===== config.mk =====
export PLATFORM = sky130hd
export DESIGN_NAME = three_axis_command_rate_filter_core
export DESIGN_NICKNAME = d
export VERILOG_FILES = /design/src/rtl/tacrf_pkg.sv /design/src/rtl/three_axis_command_rate_filter_core.sv
export SDC_FILE = /design/constraint.sdc
export NUM_CORES = 2
export LEC_CHECK = 0
export BUFFER_PORTS_ARGS = -buffer_cell sky130_fd_sc_hd__buf_2
export CAP_MARGIN = 5
export CORE_AREA = 2 2 387 351
export CTS_BUF_LIST = sky130_fd_sc_hd__clkbuf_8 sky130_fd_sc_hd__clkbuf_16
export DETAILED_ROUTE_END_ITERATION = 6
export DIE_AREA = 0 0 389 353
export GPL_TIMING_DRIVEN = 0
export PLACE_DENSITY = 0.69
export SYNTH_ARGS = -nofsm -noshare
export SYNTH_HDL_FRONTEND = slang
export SYNTH_SLANG_ARGS = --single-unit

===== constraint.sdc =====
create_clock -name clk_i -period 12.2 [get_ports clk_i]
set_clock_uncertainty 0.05 [all_clocks]
set_input_delay 1.83 -clock clk_i [delete_from_list [all_inputs] [get_ports clk_i]]
set_output_delay 1.83 -clock clk_i [all_outputs]
set_load 0.01 [all_outputs]

===== src/rtl/tacrf_pkg.sv =====
// shared types, constants and the micro-op table of the command rate filter
`default_nettype none

package tacrf_pkg;

  localparam int AXES   = 3;
  localparam int AXIS_W = (AXES > 1) ? $clog2(AXES) : 1;

  localparam int CMD_W     = 24;
  localparam int OUT_W     = 32;
  localparam int CFG_W     = 16;
  localparam int CFG_IDX_W = 1;

  localparam logic [CFG_IDX_W-1:0] REG_DELTA_RECIPROCAL = 1'd0;
  localparam logic [CFG_IDX_W-1:0] REG_LAMBDA_GAIN      = 1'd1;

  localparam logic [CFG_W-1:0] DELTA_RECIPROCAL_RESET = 16'd3277;
  localparam logic [CFG_W-1:0] LAMBDA_GAIN_RESET      = 16'd512;

  // multiplier datapath: a wide operand is split into two halves
  localparam int OPA_W  = 44;
  localparam int HALF_W = 22;
  localparam int MULA_W = OPA_W - HALF_W + 1;
  localparam int OPB_W  = 22;
  localparam int PROD_W = MULA_W + OPB_W;
  localparam int ACC_W  = 64;
  localparam int SH_W   = 5;

  localparam logic signed [OPB_W-1:0] COEF_AA   = 22'sd1030226;
  localparam logic signed [OPB_W-1:0] COEF_AR   = 22'sd171652;
  localparam logic signed [OPB_W-1:0] COEF_AU   = 22'sd34341;
  localparam logic signed [OPB_W-1:0] COEF_RA   = -22'sd171652;
  localparam logic signed [OPB_W-1:0] COEF_RR   = 22'sd686817;
  localparam logic signed [OPB_W-1:0] COEF_RU   = 22'sd137363;
  localparam logic signed [OPB_W-1:0] COEF_FEED = 22'sd209715;

  localparam int OP_W = 4;
  localparam logic [OP_W-1:0] OP_LAST = 4'd10;

  typedef enum logic [2:0] {
    ST_IDLE,
    ST_LO,
    ST_HI,
    ST_WB,
    ST_HOLD
  } state_e;

  typedef enum logic [2:0] {
    ASEL_ANG,
    ASEL_RAT,
    ASEL_CMD,
    ASEL_V,
    ASEL_D,
    ASEL_S
  } a_sel_e;

  typedef enum logic [3:0] {
    BSEL_AA,
    BSEL_AR,
    BSEL_AU,
    BSEL_RA,
    BSEL_RR,
    BSEL_RU,
    BSEL_FEED,
    BSEL_DR,
    BSEL_LG
  } b_sel_e;

  typedef enum logic [2:0] {
    WB_NONE,
    WB_NA,
    WB_NR,
    WB_V,
    WB_RATE,
    WB_D,
    WB_S,
    WB_ACC
  } wb_e;

  typedef struct packed {
    a_sel_e          a_sel;
    b_sel_e          b_sel;
    logic            clear;
    logic [SH_W-1:0] rshift;
    wb_e             wb;
  } op_t;

  function automatic op_t op_info(input logic [OP_W-1:0] op);
    op_t o;
    o = '{a_sel: ASEL_ANG, b_sel: BSEL_AA, clear: 1'b1, rshift: 5'd20, wb: WB_NONE};
    case (op)
      4'd0:  o = '{a_sel: ASEL_ANG, b_sel: BSEL_AA,   clear: 1'b1, rshift: 5'd20, wb: WB_NONE};
      4'd1:  o = '{a_sel: ASEL_RAT, b_sel: BSEL_AR,   clear: 1'b0, rshift: 5'd20, wb: WB_NONE};
      4'd2:  o = '{a_sel: ASEL_CMD, b_sel: BSEL_AU,   clear: 1'b0, rshift: 5'd20, wb: WB_NA};
      4'd3:  o = '{a_sel: ASEL_ANG, b_sel: BSEL_RA,   clear: 1'b1, rshift: 5'd20, wb: WB_NONE};
      4'd4:  o = '{a_sel: ASEL_RAT, b_sel: BSEL_RR,   clear: 1'b0, rshift: 5'd20, wb: WB_NONE};
      4'd5:  o = '{a_sel: ASEL_CMD, b_sel: BSEL_RU,   clear: 1'b0, rshift: 5'd20, wb: WB_NR};
      4'd6:  o = '{a_sel: ASEL_CMD, b_sel: BSEL_FEED, clear: 1'b1, rshift: 5'd20, wb: WB_V};
      4'd7:  o = '{a_sel: ASEL_V,   b_sel: BSEL_DR,   clear: 1'b1, rshift: 5'd16, wb: WB_RATE};
      4'd8:  o = '{a_sel: ASEL_V,   b_sel: BSEL_LG,   clear: 1'b1, rshift: 5'd8,  wb: WB_D};
      4'd9:  o = '{a_sel: ASEL_D,   b_sel: BSEL_DR,   clear: 1'b1, rshift: 5'd16, wb: WB_S};
      4'd10: o = '{a_sel: ASEL_S,   b_sel: BSEL_DR,   clear: 1'b1, rshift: 5'd16, wb: WB_ACC};
      default: o = '{a_sel: ASEL_ANG, b_sel: BSEL_AA, clear: 1'b1, rshift: 5'd20, wb: WB_NONE};
    endcase
    return o;
  endfunction

  function automatic logic signed [OUT_W-1:0] sat32(input logic signed [ACC_W-1:0] x);
    logic signed [ACC_W-1:0] hi_lim;
    logic signed [ACC_W-1:0] lo_lim;
    hi_lim = ACC_W'(64'sh7FFF_FFFF);
    lo_lim = -ACC_W'(64'sh8000_0000);
    if (x > hi_lim) begin
      return {1'b0, {(OUT_W-1){1'b1}}};
    end else if (x < lo_lim) begin
      return {1'b1, {(OUT_W-1){1'b0}}};
    end
    return x[OUT_W-1:0];
  endfunction

endpackage

`default_nettype wire


===== src/rtl/three_axis_command_rate_filter_core.sv =====
// three-axis command rate filter: tracking differentiator on one shared multiply-accumulate unit
`default_nettype none

// Takes one beat of roll, pitch and yaw commands (Q3.20) and returns one beat of filtered
// rates and accelerations (Q11.20, saturated). All arithmetic runs on a single 23x22 signed
// multiplier with a 64-bit accumulator, stepped by a small sequencer through eleven
// multiply ops per axis; each op feeds the wide operand in two halves, and ops that produce
// a value then pass through a write-back state that rounds and stores it. A new command
// beat is taken only once all three axes are done and the result is handed off. A finished
// result waits in its own output register, so the next command beat is taken while it is
// still unread. The user must write the delta reciprocal and lambda registers through the
// cfg port only while the block is idle; the block itself does not enforce this.
module three_axis_command_rate_filter_core
  import tacrf_pkg::*;
(
  input  wire                          clk_i,
  input  wire                          rst_ni,
  // fields from bit 0: roll_command, pitch_command, yaw_command
  input  wire [AXES*CMD_W-1:0]         s_axis_tdata,
  input  wire                          s_axis_tvalid,
  output logic                         s_axis_tready,
  // fields from bit 0: roll_rate, pitch_rate, yaw_rate,
  // roll_acceleration, pitch_acceleration, yaw_acceleration
  output logic [2*AXES*OUT_W-1:0]      m_axis_tdata,
  output logic                         m_axis_tvalid,
  input  wire                          m_axis_tready,
  input  wire                          cfg_we_i,
  input  wire [CFG_IDX_W-1:0]          cfg_index_i,
  input  wire [CFG_W-1:0]              cfg_wdata_i
);

  state_e state_q, state_d;
  logic [AXIS_W-1:0] axis_q;
  logic [OP_W-1:0]   op_q;

  logic [CFG_W-1:0] dr_q, lg_q;

  logic signed [CMD_W-1:0] cmd_q [AXES];
  logic signed [OUT_W-1:0] ang_q [AXES];
  logic signed [OUT_W-1:0] rat_q [AXES];

  logic signed [ACC_W-1:0] acc_q, acc_d;
  logic signed [OUT_W-1:0] na_q, nr_q;
  logic signed [OUT_W:0]   ud_q;
  logic signed [OUT_W+1:0] v_q;
  logic signed [OPA_W-1:0] d_q, s_q;

  logic signed [OUT_W-1:0] rate_w_q  [AXES];
  logic signed [OUT_W-1:0] accel_w_q [AXES];
  logic signed [OUT_W-1:0] rate_o_q  [AXES];
  logic signed [OUT_W-1:0] accel_o_q [AXES];
  logic out_valid_q;

  op_t cur;
  logic in_accept, load_out, wb_en, step_op, next_axis;

  logic signed [OPA_W-1:0]  opa;
  logic signed [OPB_W-1:0]  opb;
  logic signed [MULA_W-1:0] mul_a;
  logic signed [PROD_W-1:0] prod;
  logic signed [ACC_W-1:0]  prod_ext;
  logic signed [ACC_W-1:0]  rnd;
  logic signed [ACC_W-1:0]  shifted;
  logic signed [OUT_W-1:0]  sat_val;

  assign cur = op_info(op_q);

  // ---------------- sequencer ----------------
  always_comb begin
    state_d = state_q;
    case (state_q)
      ST_IDLE: begin
        if (s_axis_tvalid) state_d = ST_LO;
      end
      ST_LO: state_d = ST_HI;
      ST_HI: begin
        state_d = (cur.wb != WB_NONE) ? ST_WB : ST_LO;
      end
      ST_WB: begin
        if (op_q == OP_LAST && axis_q == AXIS_W'(AXES - 1)) begin
          state_d = ST_HOLD;
        end else begin
          state_d = ST_LO;
        end
      end
      ST_HOLD: begin
        if (!out_valid_q || m_axis_tready) state_d = ST_IDLE;
      end
      default: state_d = ST_IDLE;
    endcase
  end

  always_comb begin
    s_axis_tready = 1'b0;
    load_out      = 1'b0;
    wb_en         = 1'b0;
    step_op       = 1'b0;
    next_axis     = 1'b0;
    case (state_q)
      ST_IDLE: s_axis_tready = 1'b1;
      ST_HI:   step_op = (cur.wb == WB_NONE);
      ST_WB: begin
        wb_en     = 1'b1;
        step_op   = (op_q != OP_LAST);
        next_axis = (op_q == OP_LAST) && (axis_q != AXIS_W'(AXES - 1));
      end
      ST_HOLD: load_out = !out_valid_q || m_axis_tready;
      default: ;
    endcase
  end

  assign in_accept = s_axis_tvalid && s_axis_tready;

  always_ff @(posedge clk_i or negedge rst_ni) begin
    if (!rst_ni) begin
      state_q <= ST_IDLE;
      axis_q  <= '0;
      op_q    <= '0;
    end else begin
      state_q <= state_d;
      if (in_accept) begin
        axis_q <= '0;
        op_q   <= '0;
      end else if (step_op) begin
        op_q <= op_q + OP_W'(1);
      end else if (next_axis) begin
        op_q   <= '0;
        axis_q <= axis_q + AXIS_W'(1);
      end
    end
  end

  // ---------------- configuration ----------------
  always_ff @(posedge clk_i or negedge rst_ni) begin
    if (!rst_ni) begin
      dr_q <= DELTA_RECIPROCAL_RESET;
      lg_q <= LAMBDA_GAIN_RESET;
    end else if (cfg_we_i) begin
      case (cfg_index_i)
        REG_DELTA_RECIPROCAL: dr_q <= cfg_wdata_i;
        REG_LAMBDA_GAIN:      lg_q <= cfg_wdata_i;
        default: ;
      endcase
    end
  end

  // ---------------- shared multiply-accumulate ----------------
  always_comb begin
    case (cur.a_sel)
      ASEL_ANG: opa = OPA_W'(ang_q[axis_q]);
      ASEL_RAT: opa = OPA_W'(rat_q[axis_q]);
      ASEL_CMD: opa = OPA_W'(cmd_q[axis_q]);
      ASEL_V:   opa = OPA_W'(v_q);
      ASEL_D:   opa = d_q;
      ASEL_S:   opa = s_q;
      default:  opa = '0;
    endcase
  end

  always_comb begin
    case (cur.b_sel)
      BSEL_AA:   opb = COEF_AA;
      BSEL_AR:   opb = COEF_AR;
      BSEL_AU:   opb = COEF_AU;
      BSEL_RA:   opb = COEF_RA;
      BSEL_RR:   opb = COEF_RR;
      BSEL_RU:   opb = COEF_RU;
      BSEL_FEED: opb = COEF_FEED;
      BSEL_DR:   opb = $signed({{(OPB_W-CFG_W){1'b0}}, dr_q});
      BSEL_LG:   opb = $signed({{(OPB_W-CFG_W){1'b0}}, lg_q});
      default:   opb = '0;
    endcase
  end

  // low half is unsigned, high half carries the sign
  assign mul_a = (state_q == ST_HI) ? MULA_W'($signed(opa[OPA_W-1:HALF_W]))
                                    : $signed({{(MULA_W-HALF_W){1'b0}}, opa[HALF_W-1:0]});
  assign prod     = PROD_W'(mul_a) * PROD_W'(opb);
  assign prod_ext = ACC_W'(prod);

  // rounding offset is preloaded so the write-back is a plain shift
  assign rnd = $signed(ACC_W'(1) << (cur.rshift - SH_W'(1)));

  always_comb begin
    acc_d = acc_q;
    case (state_q)
      ST_LO:   acc_d = (cur.clear ? rnd : acc_q) + prod_ext;
      ST_HI:   acc_d = acc_q + (prod_ext <<< HALF_W);
      default: acc_d = acc_q;
    endcase
  end

  assign shifted = acc_q >>> cur.rshift;
  assign sat_val = sat32(shifted);

  // ---------------- state and results ----------------
  always_ff @(posedge clk_i or negedge rst_ni) begin
    if (!rst_ni) begin
      for (int j = 0; j < AXES; j++) begin
        ang_q[j] <= '0;
        rat_q[j] <= '0;
      end
    end else if (wb_en && cur.wb == WB_NR) begin
      ang_q[axis_q] <= na_q;
      rat_q[axis_q] <= sat_val;
    end
  end

  always_ff @(posedge clk_i) begin
    acc_q <= acc_d;
    if (in_accept) begin
      for (int j = 0; j < AXES; j++) begin
        cmd_q[j] <= $signed(s_axis_tdata[CMD_W*j +: CMD_W]);
      end
    end
    if (wb_en) begin
      case (cur.wb)
        WB_NA: na_q <= sat_val;
        WB_NR: begin
          nr_q <= sat_val;
          ud_q <= (OUT_W+1)'(cmd_q[axis_q]) - (OUT_W+1)'(na_q);
        end
        WB_V:    v_q <= (OUT_W+2)'(nr_q) + $signed(shifted[OUT_W+1:0]);
        WB_RATE: rate_w_q[axis_q] <= sat_val;
        WB_D:    d_q <= OPA_W'(ud_q) - $signed(shifted[OPA_W-1:0]);
        WB_S:    s_q <= $signed(shifted[OPA_W-1:0]);
        WB_ACC:  accel_w_q[axis_q] <= sat_val;
        default: ;
      endcase
    end
    if (load_out) begin
      for (int j = 0; j < AXES; j++) begin
        rate_o_q[j]  <= rate_w_q[j];
        accel_o_q[j] <= accel_w_q[j];
      end
    end
  end

  always_ff @(posedge clk_i or negedge rst_ni) begin
    if (!rst_ni) begin
      out_valid_q <= 1'b0;
    end else if (load_out) begin
      out_valid_q <= 1'b1;
    end else if (m_axis_tready) begin
      out_valid_q <= 1'b0;
    end
  end

  assign m_axis_tvalid = out_valid_q;

  always_comb begin
    for (int j = 0; j < AXES; j++) begin
      m_axis_tdata[OUT_W*j +: OUT_W]          = rate_o_q[j];
      m_axis_tdata[OUT_W*(AXES+j) +: OUT_W]   = accel_o_q[j];
    end
  end

`ifndef SYNTHESIS
  // a beat is taken only when the sequencer is free
  assert property (@(posedge clk_i) disable iff (!rst_ni)
    (s_axis_tvalid && s_axis_tready) |=> !s_axis_tready)
    else $error("input beat accepted while busy");

  // write-back cycles only follow ops that produce a value
  assert property (@(posedge clk_i) disable iff (!rst_ni)
    (state_q == ST_WB) |-> (cur.wb != WB_NONE))
    else $error("write-back on an accumulate-only op");

  // the op and axis counters stay inside the program
  assert property (@(posedge clk_i) disable iff (!rst_ni)
    (state_q != ST_IDLE) |-> (op_q <= OP_LAST && axis_q <= AXIS_W'(AXES - 1)))
    else $error("sequencer counter out of range");

  // a pending result is never overwritten before it is taken
  assert property (@(posedge clk_i) disable iff (!rst_ni)
    (m_axis_tvalid && !m_axis_tready) |=> $stable(m_axis_tdata))
    else $error("pending result overwritten");
`endif

endmodule

`default_nettype wire

==> impl_metrics.tcl <==
set metrics [dict create \
    status "complete, but fails checks" \
    failed_checks "design-rule violations, negative setup slack" \
    drc_errors 1 \
    netlist_area_mm2 0.0663 \
    post-route-period-util 1.08 \
    routed_wl_mm 223 \
    fp.dieH_um 353 \
    rows 128 \
    port_buffers 287 \
    syn_nets 7073 \
    finalNetCount 7607 \
    antenna_found_initial 7 \
    wl_per_cell_um 26.3 \
    syn_inst 6101 \
    synth-edff-count 739 \
    grtUsageTotal 0.324 \
    hp-class "register to register" \
    dpl_cell_area_mm2 0.0706 \
    multi_input_area_mm2 0.0362 \
    final_hold_viol_count 0 \
    regArea_mm2 0.0281 \
    syn_avg_cell_area_um2 10.9 \
    drive_above_1_share 0.164 \
    synth_flop_cell "edfxtp_1" \
    via_per_inst 5.96 \
    yosysTopAreaCell "edfxtp_1" \
    cts_buffers 95 \
    drv_slew 0 \
    grt_first_pass_wirelength_mm 329 \
    holdWs_ns 0.363 \
    drv_cap 0 \
    vias 50500 \
    endpoint_kind "register" \
    grt-ovfl-total 0 \
    cp.required_ns 12.59 \
    dp_slack_ns -5.22 \
    drt_first_iter_violations 5959 \
    crit_path_max_incr_delay_ns 0.52 \
    cp_common_cell "fa_1" \
    htree_levels 3 \
    rr_worst_depth 51 \
    place_hpwl_mm 173 \
    slew_headroom 0.123 \
    n_fill_cell 11200 \
    whs_path_depth 0 \
    place_inst 8171 \
    yosys_warnings 0 \
    worstPathArrival_ns 13.58 \
    drt-pass1-iter-count 7 \
    worst_pin_slew_ns 1.32 \
    path_delay_family "adder cells" \
    final_cells 8480 \
    die_w_um 389 \
    initial_core_util 0.495 \
    crit_type "register to register" \
    ys_ff_latch 973 \
    grt_pass1_vias 50000 \
    synth_cell_type_count 89 \
    antenna_left 0 \
    cp_num_buf_inv 11 \
    cts_tree "done" \
    ioPinCount 288 \
    cts_root_buf "clkbuf_16" \
    grt_max_degree 113 \
    cp.depth 51 \
    fmax_ghz 0.0758 \
    syn2layout_area_growth_pct 16.6 \
    clock_latency_ns 0.73 \
    clock-sinks 973 \
    synthDominantCellAreaShare 0.335 \
    core_area_mm2 0.134 \
    synth.area.top_cells "edfxtp_1, fa_1, dfrtp_1, ha_1, inv_1" \
    min_period_ns 13.19 \
    final_cell_mix "inv_1, edfxtp_1, nand2_1, fa_1, o21ai_0" \
    clkTransAtPathRegs_ns 0.06 \
    fin_ws_ns -0.990 \
    startpoint_type "register" \
    postLayoutCellArea_mm2 0.0773 \
    async_reset_ff_frac 0.240 \
    path_max_fanout 10 \
    die_area_mm2 0.137 \
    rsz0062_at_grt "yes" \
    place.gp.congestion 1.02 \
    cp_slowest_cell "fa_1" \
    seq_area_frac_synth 0.423 \
    ctsLongestPathBuffers 3 \
    final_common_cell "inv_1" \
    setup_violations 20 \
]
per-layer routing:
metal  track usage  vias up  share of wire
li1              -    21900              -
met1         0.477    25400           0.42
met2         0.448     2815           0.41
met3         0.106      442           0.13
met4         0.109        4          0.040
met5             0        -        0.00011
cell type report:
type,count,share of cell area
clock buffer,102,0.0324
timing repair buffer,443,0.0391
antenna,8,0.000259
tap,1755,0.0284
inverter,760,0.0372
sequential,973,0.363
multi-input combinational,4115,0.469
clock inverter,77,0.0101
buffer,247,0.0208
state kept, by name, summed over array words and instances, names as in the netlist, 16 cells and up:
register,count
rat_q,96
accel_w_q,96
dr_q,16
ud_q,33
rate_w_q,96
cmd_q,72
v_q,34
accel_o_q,96
lg_q,16
ang_q,96
d_q,44
acc_q,64
nr_q,32
na_q,32
s_q,44
rate_o_q,96
stage by stage:
| step | util | TNS [ns] |
|---|---|---|
| final | 0.577 | -10.04 |
| after detailed placement | 0.527 | -181.15 |
| after global routing | 0.577 | -17.27 |
| after CTS | 0.573 | -5.09 |
| after global placement | 0.523 | -185.90 |
| after floorplan | - | 0 |
worst paths after layout:
path | start | slack [ns] | endpoint
hold / removal | accel_w_q[1][0]$_DFFE_PP_ | 0.36 | accel_o_q[0][32]$_DFFE_PP_
setup reg to reg | op_q[3]$_DFFE_PN0P_ | -0.99 | acc_q[61]$_DFFE_PP_
min in group asynchronous | rst_ni | 0.97 | ang_q[93]$_DFFE_PN0P_
hold reg to reg | accel_w_q[1][0]$_DFFE_PP_ | 0.36 | accel_o_q[0][32]$_DFFE_PP_
setup / recovery | op_q[3]$_DFFE_PN0P_ | -0.99 | acc_q[61]$_DFFE_PP_
max in group asynchronous | rst_ni | 9.80 | ang_q[14]$_DFFE_PN0P_
Yosys cell counts, types with 59 or more instances:
library cell / instances
inv_1: 758
edfxtp_1: 739
nand2_1: 720
fa_1: 526
o21ai_0: 400
ha_1: 352
a21oi_1: 287
nor2_1: 256
dfrtp_1: 226
clkbuf_1: 207
and2_1: 181
mux2i_1: 181
xnor2_1: 160
a21o_1: 120
nor2b_1: 83
xor2_1: 77
nor3_1: 68
mux2_2: 61
nand3_1: 59
repair_timing:
action	CTS	global route
buffers inserted	109	17
resized for setup	525	82
cloned	2	1
endpoints found under the hold margin	0	0
setup endpoints to repair	53	42
hold buffers	0	0
pin swaps	101	57
cell families (layout without fill, tap and decap cells):
logic type	count (synthesis)	after routing	synth area share
DFF	973	973	0.423
adders and majority gates	879	879	0.226
and+or+nand+nor	1544	1544	0.107
xor gates and xnor gates	240	240	0.0323
other	0	8	0
AOI/OAI and AO/OA	1202	1202	0.114
muxes	250	250	0.0400
buffers and inverters	1013	1629	0.0579
Power is left out: the tool's default activity adds up to more than one toggle a clock period on the data nets, which glitch-free logic cannot reach.
